<file path="config.mk">
export PLATFORM = sky130hd
export DESIGN_NAME = bba_ctrl
export DESIGN_NICKNAME = d
export VERILOG_FILES = /design/src/hdl/bba_pkg.sv /design/src/hdl/bba_ctrl.sv
export SDC_FILE = /design/constraint.sdc
export NUM_CORES = 1
export LEC_CHECK = 0
export ABC_AREA = 1
export BUFFER_PORTS_ARGS = -buffer_cell sky130_fd_sc_hd__buf_2
export CORE_AREA = 2 2 39 41
export CTS_CLUSTER_SIZE = 24
export DETAILED_ROUTE_END_ITERATION = 12
export DIE_AREA = 0 0 41 43
export GPL_TIMING_DRIVEN = 0
export MAX_ROUTING_LAYER = met4
export SLEW_MARGIN = 20
export SYNTH_ARGS = -nofsm -noshare
export SYNTH_HDL_FRONTEND = slang
export SYNTH_SLANG_ARGS = --single-unit
</file>
<file path="constraint.sdc">
create_clock -name clock -period 1.07 [get_ports clock]
set_clock_uncertainty 0.15 [all_clocks]
set_input_delay 0.0535 -clock clock [delete_from_list [all_inputs] [get_ports clock]]
set_output_delay 0.0535 -clock clock [all_outputs]
set_load 0.005 [all_outputs]
</file>
<file path="src/hdl/bba_pkg.sv">
package bba_pkg;

   // default sizing of the free map
   localparam int NUM_BLOCKS_DEF      = 8192;
   localparam int RESERVED_BLOCKS_DEF = 261;

   // map storage geometry
   localparam int WORD_BITS   = 64;
   localparam int BYTE_BITS   = 8;
   localparam int GROUP_BITS  = 8;
   localparam int WORD_BYTES  = WORD_BITS / BYTE_BITS;
   localparam int POS_W       = $clog2(WORD_BITS);
   localparam int BYTE_IDX_W  = $clog2(WORD_BYTES);
   localparam int BIT_IDX_W   = $clog2(BYTE_BITS);
   localparam int GRP_IDX_W   = $clog2(GROUP_BITS);

   // payload field widths
   localparam int BLOCK_W = 13;
   localparam int COUNT_W = 14;

   typedef enum logic {
      ACT_ALLOC = 1'b0,
      ACT_FREE  = 1'b1
   } action_type;

   typedef enum logic [1:0] {
      ST_ALLOCATED = 2'd0,
      ST_NONE_FREE = 2'd1,
      ST_FREED     = 2'd2,
      ST_WAS_FREE  = 2'd3
   } status_type;

   typedef struct packed {
      action_type           action;
      logic [BLOCK_W-1:0]   target_block;
   } req_type;

   typedef struct packed {
      status_type           status;
      logic [BLOCK_W-1:0]   granted_block;
      logic [COUNT_W-1:0]   free_blocks;
   } rsp_type;

   typedef enum logic [2:0] {
      S_INIT,
      S_IDLE,
      S_DISPATCH,
      S_SCAN,
      S_ABYTE,
      S_ABIT,
      S_FCHK
   } state_type;

   // controller to datapath
   typedef struct packed {
      logic       init_wr;
      logic       load;
      logic       scan_next;
      logic       scan_rd;
      logic       free_rd;
      logic       byte_sel;
      logic       alloc_commit;
      logic       free_commit;
      logic       respond;
      status_type rsp_status;
   } cmd_type;

   // datapath to controller
   typedef struct packed {
      logic init_last;
      logic alloc_op;
      logic range_bad;
      logic group_hit;
      logic group_last;
      logic bit_set;
   } sts_type;

   // map word contents after reset: free for reserved <= block < num
   function automatic logic [WORD_BITS-1:0] reset_word(input int unsigned word_idx,
                                                       input int unsigned num,
                                                       input int unsigned res);
      logic [WORD_BITS-1:0] w;
      int unsigned          blk;
      w = '0;
      for (int j = 0; j < WORD_BITS; j++) begin
         blk = word_idx * WORD_BITS + j;
         w[j] = (blk >= res) && (blk < num);
      end
      return w;
   endfunction

endpackage

</file>
<file path="src/hdl/bba_ctrl.sv">
module bba_ctrl (
   input  logic               clock,
   input  logic               reset,
   input  logic               start,
   output logic               busy,
   input  bba_pkg::sts_type   sts,
   output bba_pkg::cmd_type   cmd
);

   bba_pkg::state_type state_ff;
   bba_pkg::state_type state_in;

   // state register
   always_ff @(posedge clock) begin
      if (reset) begin
         state_ff <= bba_pkg::S_INIT;
      end else begin
         state_ff <= state_in;
      end
   end

   // next state and commands
   always_comb begin
      state_in       = state_ff;
      cmd            = '0;
      cmd.rsp_status = bba_pkg::ST_ALLOCATED;
      busy           = 1'b1;
      case (state_ff)
         bba_pkg::S_INIT: begin
            cmd.init_wr = 1'b1;
            if (sts.init_last) begin
               state_in = bba_pkg::S_IDLE;
            end
         end
         bba_pkg::S_IDLE: begin
            busy = 1'b0;
            if (start) begin
               cmd.load = 1'b1;
               state_in = bba_pkg::S_DISPATCH;
            end
         end
         bba_pkg::S_DISPATCH: begin
            if (sts.alloc_op) begin
               state_in = bba_pkg::S_SCAN;
            end else if (sts.range_bad) begin
               cmd.respond    = 1'b1;
               cmd.rsp_status = bba_pkg::ST_WAS_FREE;
               state_in       = bba_pkg::S_IDLE;
            end else begin
               cmd.free_rd = 1'b1;
               state_in    = bba_pkg::S_FCHK;
            end
         end
         bba_pkg::S_SCAN: begin
            if (sts.group_hit) begin
               cmd.scan_rd = 1'b1;
               state_in    = bba_pkg::S_ABYTE;
            end else if (sts.group_last) begin
               cmd.respond    = 1'b1;
               cmd.rsp_status = bba_pkg::ST_NONE_FREE;
               state_in       = bba_pkg::S_IDLE;
            end else begin
               cmd.scan_next = 1'b1;
            end
         end
         bba_pkg::S_ABYTE: begin
            cmd.byte_sel = 1'b1;
            state_in     = bba_pkg::S_ABIT;
         end
         bba_pkg::S_ABIT: begin
            cmd.alloc_commit = 1'b1;
            cmd.respond      = 1'b1;
            cmd.rsp_status   = bba_pkg::ST_ALLOCATED;
            state_in         = bba_pkg::S_IDLE;
         end
         bba_pkg::S_FCHK: begin
            cmd.respond = 1'b1;
            if (sts.bit_set) begin
               cmd.rsp_status = bba_pkg::ST_WAS_FREE;
            end else begin
               cmd.free_commit = 1'b1;
               cmd.rsp_status  = bba_pkg::ST_FREED;
            end
            state_in = bba_pkg::S_IDLE;
         end
         default: begin
            state_in = bba_pkg::S_INIT;
         end
      endcase
   end

endmodule

</file>
==> results.sh, run 1 <==
export IMPL_yosys_cell_count_top_type="sky130_fd_sc_hd__inv_1"
export IMPL_die_area_mm2=0.00176
export IMPL_final_cell_area_um2=658
export IMPL_ctsHoldBuffers=1
export IMPL_die_height_um=43
export IMPL_post_dp_cell_area_um2=469
export IMPL_critical_path_max_fanout=6
export IMPL_synth_top_area_frac=0.194
export IMPL_grt_setup_unrepaired="yes"
export IMPL_final_nets=102
export IMPL_fin_ws_ps=-307
export IMPL_setup_violations=15
export IMPL_first_global_vias=402
export IMPL_route_final_wire_length_um=1060
export IMPL_num_vias=486
export IMPL_ys_types=16
export IMPL_violations="hold timing, setup timing"
export IMPL_fraction_of_final_layout_cells_sized_beyond_drive_strength_1=0.620
export IMPL_run_status="complete, but fails checks"
export IMPL_dpl_hpwl_um=719
export IMPL_finalSetupTns_ps=-3000
export IMPL_post_drt_via_cell_ratio=4.50
export IMPL_peakVddDrop_v=0.000460
export IMPL_cts_tree="yes"
export IMPL_report_final_hold_viol_count=1
export IMPL_power_density_mw_per_mm2=1490
export IMPL_top_regs="state_ff x3"
export IMPL_synth_top_cells_by_count="sky130_fd_sc_hd__inv_1, sky130_fd_sc_hd__nand2_1, sky130_fd_sc_hd__nor2_1"
export IMPL_globalRouteTotalUtil=0.133
export IMPL_total_cts_buffers=3
export IMPL_worstSkewPairLatency_ps=230
export IMPL_dp_slack_ps=-215
export IMPL_yosysTopAreaCell="sky130_fd_sc_hd__dfxtp_1"
export IMPL_post_synth_cell_area_avg_um2=5.33
export IMPL_routedWlPerCell_um=9.78
export IMPL_gr_max_usage_layer="met2"
export IMPL_place_congestion=0.715
export IMPL_fp_dieW_um=41
export IMPL_met2_usage=0.203
export IMPL_groute_layer_met3_usage=0
export IMPL_async_reset_ff_frac=0
export IMPL_cp_data_arrival_time_ps=1170
export IMPL_floorplan_initialDensity=0.223
export IMPL_synth_enable_flop_cells=0
export IMPL_largest_register="state_ff"
export IMPL_timing_max_transition_violations_final=0
export IMPL_cp_data_required_time_ps=870
export IMPL_final_period_minus_worst_setup_slack_ps=1380
export IMPL_seq_area_frac_synth=0.194
export IMPL_flow_area_growth_from_synthesis_pct=113
export IMPL_start_kind="register"
export IMPL_place_port_buffers=20
export IMPL_synth_top_cells_by_area="sky130_fd_sc_hd__dfxtp_1, sky130_fd_sc_hd__inv_1, sky130_fd_sc_hd__nand2_1"
export IMPL_ys_seq_elements=3
export IMPL_pin_count=21
export IMPL_grt_overflow_total=0
export IMPL_antenna_left=0
export IMPL_largest_register_ffs=3
export IMPL_worst_pin_slew_ps=221
export IMPL_synth_cells=58
export IMPL_utilization_after_layout=0.476
export IMPL_fin_worst_hold_slack_ps=-29.1
export IMPL_critPathCaptureType="primary output"
export IMPL_most_common_flop_cell_mapped_by_yosys="sky130_fd_sc_hd__dfxtp_1"
export IMPL_power_leakage_uw=0.000396
export IMPL_clkSlewWorstSetupHoldPaths_ps=40
export IMPL_worst_setup_path_type="reg2out"
export IMPL_synth_net_count=67
export IMPL_diodes=0
export IMPL_iteration_count_of_the_initial_detailed_routing_pass=4
export IMPL_floorplan_core_area_mm2=0.00138
export IMPL_row_count=14
export IMPL_detail_route_iter0_violations=6
export IMPL_grt_max_degree=8
export IMPL_clock_tree_htree_level_count=1
export IMPL_finalCritPeriodShare=1.29
export IMPL_cts_sink_count=3
export IMPL_cts_root_buf="sky130_fd_sc_hd__clkbuf_4"
export IMPL_cts_buffer_depth=2
export IMPL_drc_markers=0
export IMPL_gr_usage_met1=0.149
export IMPL_initial_antenna_violation_count=0
export IMPL_drv_cap=0
export IMPL_post_synth_instance_area_um2=309
export IMPL_grt_pass1_wl_um=1520
export IMPL_maxSlewHeadroom=0.852
export IMPL_fmax_mhz=726
export IMPL_synth_yosys_warnings=0
export IMPL_min_path_type="in2reg"
==> worst max-delay path, stage by stage (launching register included) <==
cell                      delay, ps
sky130_fd_sc_hd__dfxtp_4        390
sky130_fd_sc_hd__nand2_4         70
sky130_fd_sc_hd__nor3_2         180
sky130_fd_sc_hd__a21oi_2        100
sky130_fd_sc_hd__o21ai_1         70
sky130_fd_sc_hd__buf_2          120
==> per-stage QoR <==
| stage | power [µW] | cells |
|---|---|---|
| global placement | 618 | 94 |
| global route | 1060 | 108 |
| floorplan | 501 | 58 |
| detailed placement | 629 | 94 |
| CTS | 929 | 101 |
| finish | 983 | 108 |
==> per-layer routing <==
metal / wire, µm / up-vias
met4: 9 / 0
li1: - / 249
met3: 56 / 2
met1: 426 / 216
met5: 0 / -
met2: 563 / 19
==> layout make-up <==
type / count / area, µm²
multi-input cells: 40 / 268
flip-flops and latches: 3 / 71.3
well taps: 16 / 20.0
fillers: 134 / 726
inverters: 14 / 57.6
clock buffers: 4 / 26.3
repair buffers: 31 / 215
==> layout by cell type (no fill, tap or decap) <==
| master | Yosys | final |
|---|---|---|
| sky130_fd_sc_hd__a21oi_1 | 2 | 1 |
| sky130_fd_sc_hd__a21oi_2 | 1 | 2 |
| sky130_fd_sc_hd__a31oi_1 | 1 | 1 |
| sky130_fd_sc_hd__buf_2 | 0 | 17 |
| sky130_fd_sc_hd__buf_4 | 0 | 7 |
| sky130_fd_sc_hd__buf_6 | 1 | 6 |
| sky130_fd_sc_hd__clkbuf_1 | 0 | 1 |
| sky130_fd_sc_hd__clkbuf_4 | 0 | 3 |
| sky130_fd_sc_hd__dfxtp_4 | 0 | 3 |
| sky130_fd_sc_hd__dlygate4sd3_1 | 0 | 1 |
| sky130_fd_sc_hd__inv_1 | 13 | 8 |
| sky130_fd_sc_hd__inv_2 | 1 | 4 |
| sky130_fd_sc_hd__inv_4 | 0 | 2 |
| sky130_fd_sc_hd__nand2_1 | 11 | 8 |
| sky130_fd_sc_hd__nand2_2 | 1 | 2 |
| sky130_fd_sc_hd__nand2_4 | 0 | 2 |
| sky130_fd_sc_hd__nand3_1 | 6 | 2 |
| sky130_fd_sc_hd__nand3_2 | 0 | 2 |
| sky130_fd_sc_hd__nand3_4 | 0 | 2 |
| sky130_fd_sc_hd__nand3b_1 | 1 | 1 |
| sky130_fd_sc_hd__nand4_1 | 1 | 1 |
| sky130_fd_sc_hd__nor2_1 | 10 | 8 |
| sky130_fd_sc_hd__nor2_2 | 1 | 2 |
| sky130_fd_sc_hd__nor2_4 | 0 | 1 |
| sky130_fd_sc_hd__nor3_1 | 3 | 1 |
| sky130_fd_sc_hd__nor3_2 | 0 | 1 |
| sky130_fd_sc_hd__nor3_4 | 0 | 1 |
| sky130_fd_sc_hd__o21ai_0 | 2 | 1 |
| sky130_fd_sc_hd__o21ai_1 | 0 | 1 |
==> cell families after synthesis <==
logic type / after synthesis / synth area share
compound gates: 6 / 0.113
buf+inv: 15 / 0.206
simple gates: 34 / 0.486
flops: 3 / 0.194
==> path summary, 6_finish.rpt <==
| path | startpoint | to | slack (ps) | cells past startpoint |
|---|---|---|---|---|
| worst max-delay path | state_ff[1] | cmd[0] | -310 | 5 |
| worst min-delay path | sts[2] | state_ff[2] | -30 | 3 |
| worst min register to register | state_ff[1] | state_ff[2] | 500 | 3 |
| worst max register to register | state_ff[0] | state_ff[1] | -220 | 7 |
==> repair_timing <==
action                     CTS  global route
setup buffers                2             8
hold endpoints to repair     3             1
setup endpoints to repair   15            15
pin swaps                    1             4
resized for setup            9            17
==> power breakdown <==
group          internal (µW)  total (µW)  switching (µW)
Combinational            273         561             287
Clock                    140         200            59.7
Sequential               155         223            67.9
No activity file was read; power rests on OpenSTA's default activity.
==> run 2: changes to the inputs <==
--- a/config.mk
+++ b/config.mk
@@ -7,12 +7,14 @@
 export LEC_CHECK = 0
 export ABC_AREA = 1
 export BUFFER_PORTS_ARGS = -buffer_cell sky130_fd_sc_hd__buf_2
-export CORE_AREA = 2 2 39 41
+export CELL_PAD_IN_SITES_DETAIL_PLACEMENT = 1
+export CELL_PAD_IN_SITES_GLOBAL_PLACEMENT = 1
+export CORE_UTILIZATION = 20
 export CTS_CLUSTER_SIZE = 24
 export DETAILED_ROUTE_END_ITERATION = 12
-export DIE_AREA = 0 0 41 43
 export GPL_TIMING_DRIVEN = 0
 export MAX_ROUTING_LAYER = met4
+export PLACE_DENSITY_LB_ADDON = 0.1
 export SLEW_MARGIN = 20
 export SYNTH_ARGS = -nofsm -noshare
 export SYNTH_HDL_FRONTEND = slang
==> constraint.sdc (replaced) <==
create_clock -name clock -period 1.1 [get_ports clock]
set_clock_uncertainty 0.15 [all_clocks]
set_input_delay 0.055 -clock clock [delete_from_list [all_inputs] [get_ports clock]]
set_output_delay 0.055 -clock clock [all_outputs]
set_load 0.005 [all_outputs]
==> run 2 against run 1 <==
Net effect: the flow still finishes with violations (hold timing, setup timing); die area decreased by 3.2%; cell area decreased by 10%; non-clock buffer count down 4; critical endpoint is now cmd[6]; largest power group unchanged; highest routed layer is now met3.
==> results.sh, run 2 (synthesized netlist as in run 1, its figures left out) <==
export IMPL_run_status="complete, but fails checks"
export IMPL_violations="hold timing, setup timing"
export IMPL_finalCritPeriodShare=1.24
export IMPL_place_congestion=0.698
export IMPL_post_dp_cell_area_um2=443
export IMPL_utilization_after_layout=0.432
export IMPL_pin_count=21
export IMPL_fmax_mhz=733
export IMPL_flow_area_growth_from_synthesis_pct=91.1
export IMPL_fraction_of_final_layout_cells_sized_beyond_drive_strength_1=0.557
export IMPL_drv_cap=0
export IMPL_final_common_cell="sky130_fd_sc_hd__buf_2"
export IMPL_die_area_mm2=0.00171
export IMPL_cts_root_buf="sky130_fd_sc_hd__clkbuf_4"
export IMPL_initial_antenna_violation_count=0
export IMPL_finalSetupTns_ps=-2510
export IMPL_dpl_hpwl_um=762
export IMPL_power_density_mw_per_mm2=1530
export IMPL_total_cts_buffers=3
export IMPL_critical_path_max_fanout=5
export IMPL_worstSkewPairLatency_ps=240
export IMPL_clkSlewWorstSetupHoldPaths_ps=40
export IMPL_detail_route_iter0_violations=6
export IMPL_cts_sink_count=3
export IMPL_worst_setup_path_type="reg2out"
export IMPL_largest_register_ffs=3
export IMPL_critPathSlowestCell="sky130_fd_sc_hd__dfxtp_4"
export IMPL_floorplan_core_area_mm2=0.00137
export IMPL_diodes=0
export IMPL_layout_common_cells="sky130_fd_sc_hd__buf_2, sky130_fd_sc_hd__inv_1, sky130_fd_sc_hd__nor2_1, sky130_fd_sc_hd__nand2_1, sky130_fd_sc_hd__buf_4"
export IMPL_final_period_minus_worst_setup_slack_ps=1360
export IMPL_place_port_buffers=20
export IMPL_timing_critical_path_slowest_cell_delay_ps=360
export IMPL_cp_data_required_time_ps=890
export IMPL_row_count=13
export IMPL_drc_markers=0
export IMPL_report_final_hold_viol_count=1
export IMPL_die_height_um=41.3
export IMPL_cp_common_cell="sky130_fd_sc_hd__inv_1"
export IMPL_design_power_total_uw=902
export IMPL_cts_buffer_depth=2
export IMPL_post_drt_via_cell_ratio=4.51
export IMPL_worst_pin_slew_ps=179
export IMPL_iteration_count_of_the_initial_detailed_routing_pass=3
export IMPL_setup_violations=15
export IMPL_antenna_left=0
export IMPL_grt_max_degree=7
export IMPL_cp_data_arrival_time_ps=1160
export IMPL_num_vias=465
export IMPL_final_cell_area_um2=591
export IMPL_maxSlewHeadroom=0.881
export IMPL_first_global_vias=410
export IMPL_cts_tree="yes"
export IMPL_grt_pass1_wl_um=1730
export IMPL_largest_register="state_ff"
export IMPL_clock_tree_htree_level_count=1
export IMPL_top_regs="state_ff x3"
export IMPL_floorplan_initialDensity=0.226
export IMPL_route_final_wire_length_um=1080
export IMPL_fillers=190
export IMPL_peakVddDrop_v=0.000448
export IMPL_grt_setup_unrepaired="yes"
export IMPL_globalRouteTotalUtil=0.157
export IMPL_start_kind="register"
export IMPL_routedWlPerCell_um=10.5
export IMPL_min_path_type="in2reg"
export IMPL_cp_cell_sequence="inv_4, nand3_4, buf_4, inv_1, nand2_2, inv_1, buf_2"
export IMPL_grt_overflow_total=0
export IMPL_fin_worst_hold_slack_ps=-11.3
export IMPL_power_leakage_uw=0.000362
export IMPL_critPathCaptureType="primary output"
export IMPL_timing_max_transition_violations_final=0
export IMPL_fp_dieW_um=41.3
export IMPL_final_nets=98
export IMPL_fin_ws_ps=-264
-- run 2: changes by cell type in the layout (fill, tap and decap cells not counted), sizes merged --
cell / change
buf: -4
-- run 2: report_power, final --
part	total [µW]	internal, µW	switching (µW)
clock network	200	136	63.4
logic	477	222	255
registers	226	151	74.6
-- run 2: critical path, delay by kind of cell, from the launching register on --
kind          cells  cell delay, ps
flops             1             360
simple gates      2             130
buf+inv           5             430
-- run 2: per-layer routing --
| layer | GRT usage | share of wire |
|---|---|---|
| met4 | 0.0242 | 0 |
| met3 | 0.0479 | 0.054 |
| met5 | - | 0 |
| met2 | 0.262 | 0.49 |
| met1 | 0.188 | 0.45 |
-- run 2: what timing repair did --
action                                  4_1_cts  5_1_grt
endpoints found under the setup margin       15       15
endpoints found under the hold margin         3        0
resized for setup                            17        7
buffers inserted                              4        2
hold buffers                                  1        0
pin swaps                                     2        2
-- run 2: area by class of cell --
cell class	instances	area (µm²)	share of cell area
inverter	14	57.6	0.0975
multi-input combinational	40	251	0.426
sequential	3	71.3	0.121
timing repair buffer	27	165	0.280
tap	15	18.8	0.0318
clock buffer	4	26.3	0.0445
-- run 2: metrics by stage --
step	instances	setup slack (ps)	hold slack (ps)
after floorplan	58	-37.2	-33.3
after global placement	93	-203	110
after detailed placement	93	-175	105
after CTS	101	-295	-20.9
after global routing	103	-356	8.18
final	103	-264	-11.3
-- run 2: path summary, 6_finish.rpt --
kind               startpoint           to  slack, ps  depth (start not counted)
setup / recovery  state_ff[2]       cmd[6]       -260                          7
hold / removal         sts[3]  state_ff[2]        -10                          4
setup reg to reg  state_ff[2]  state_ff[0]       -170                          8
hold reg to reg   state_ff[0]  state_ff[0]        410                          2
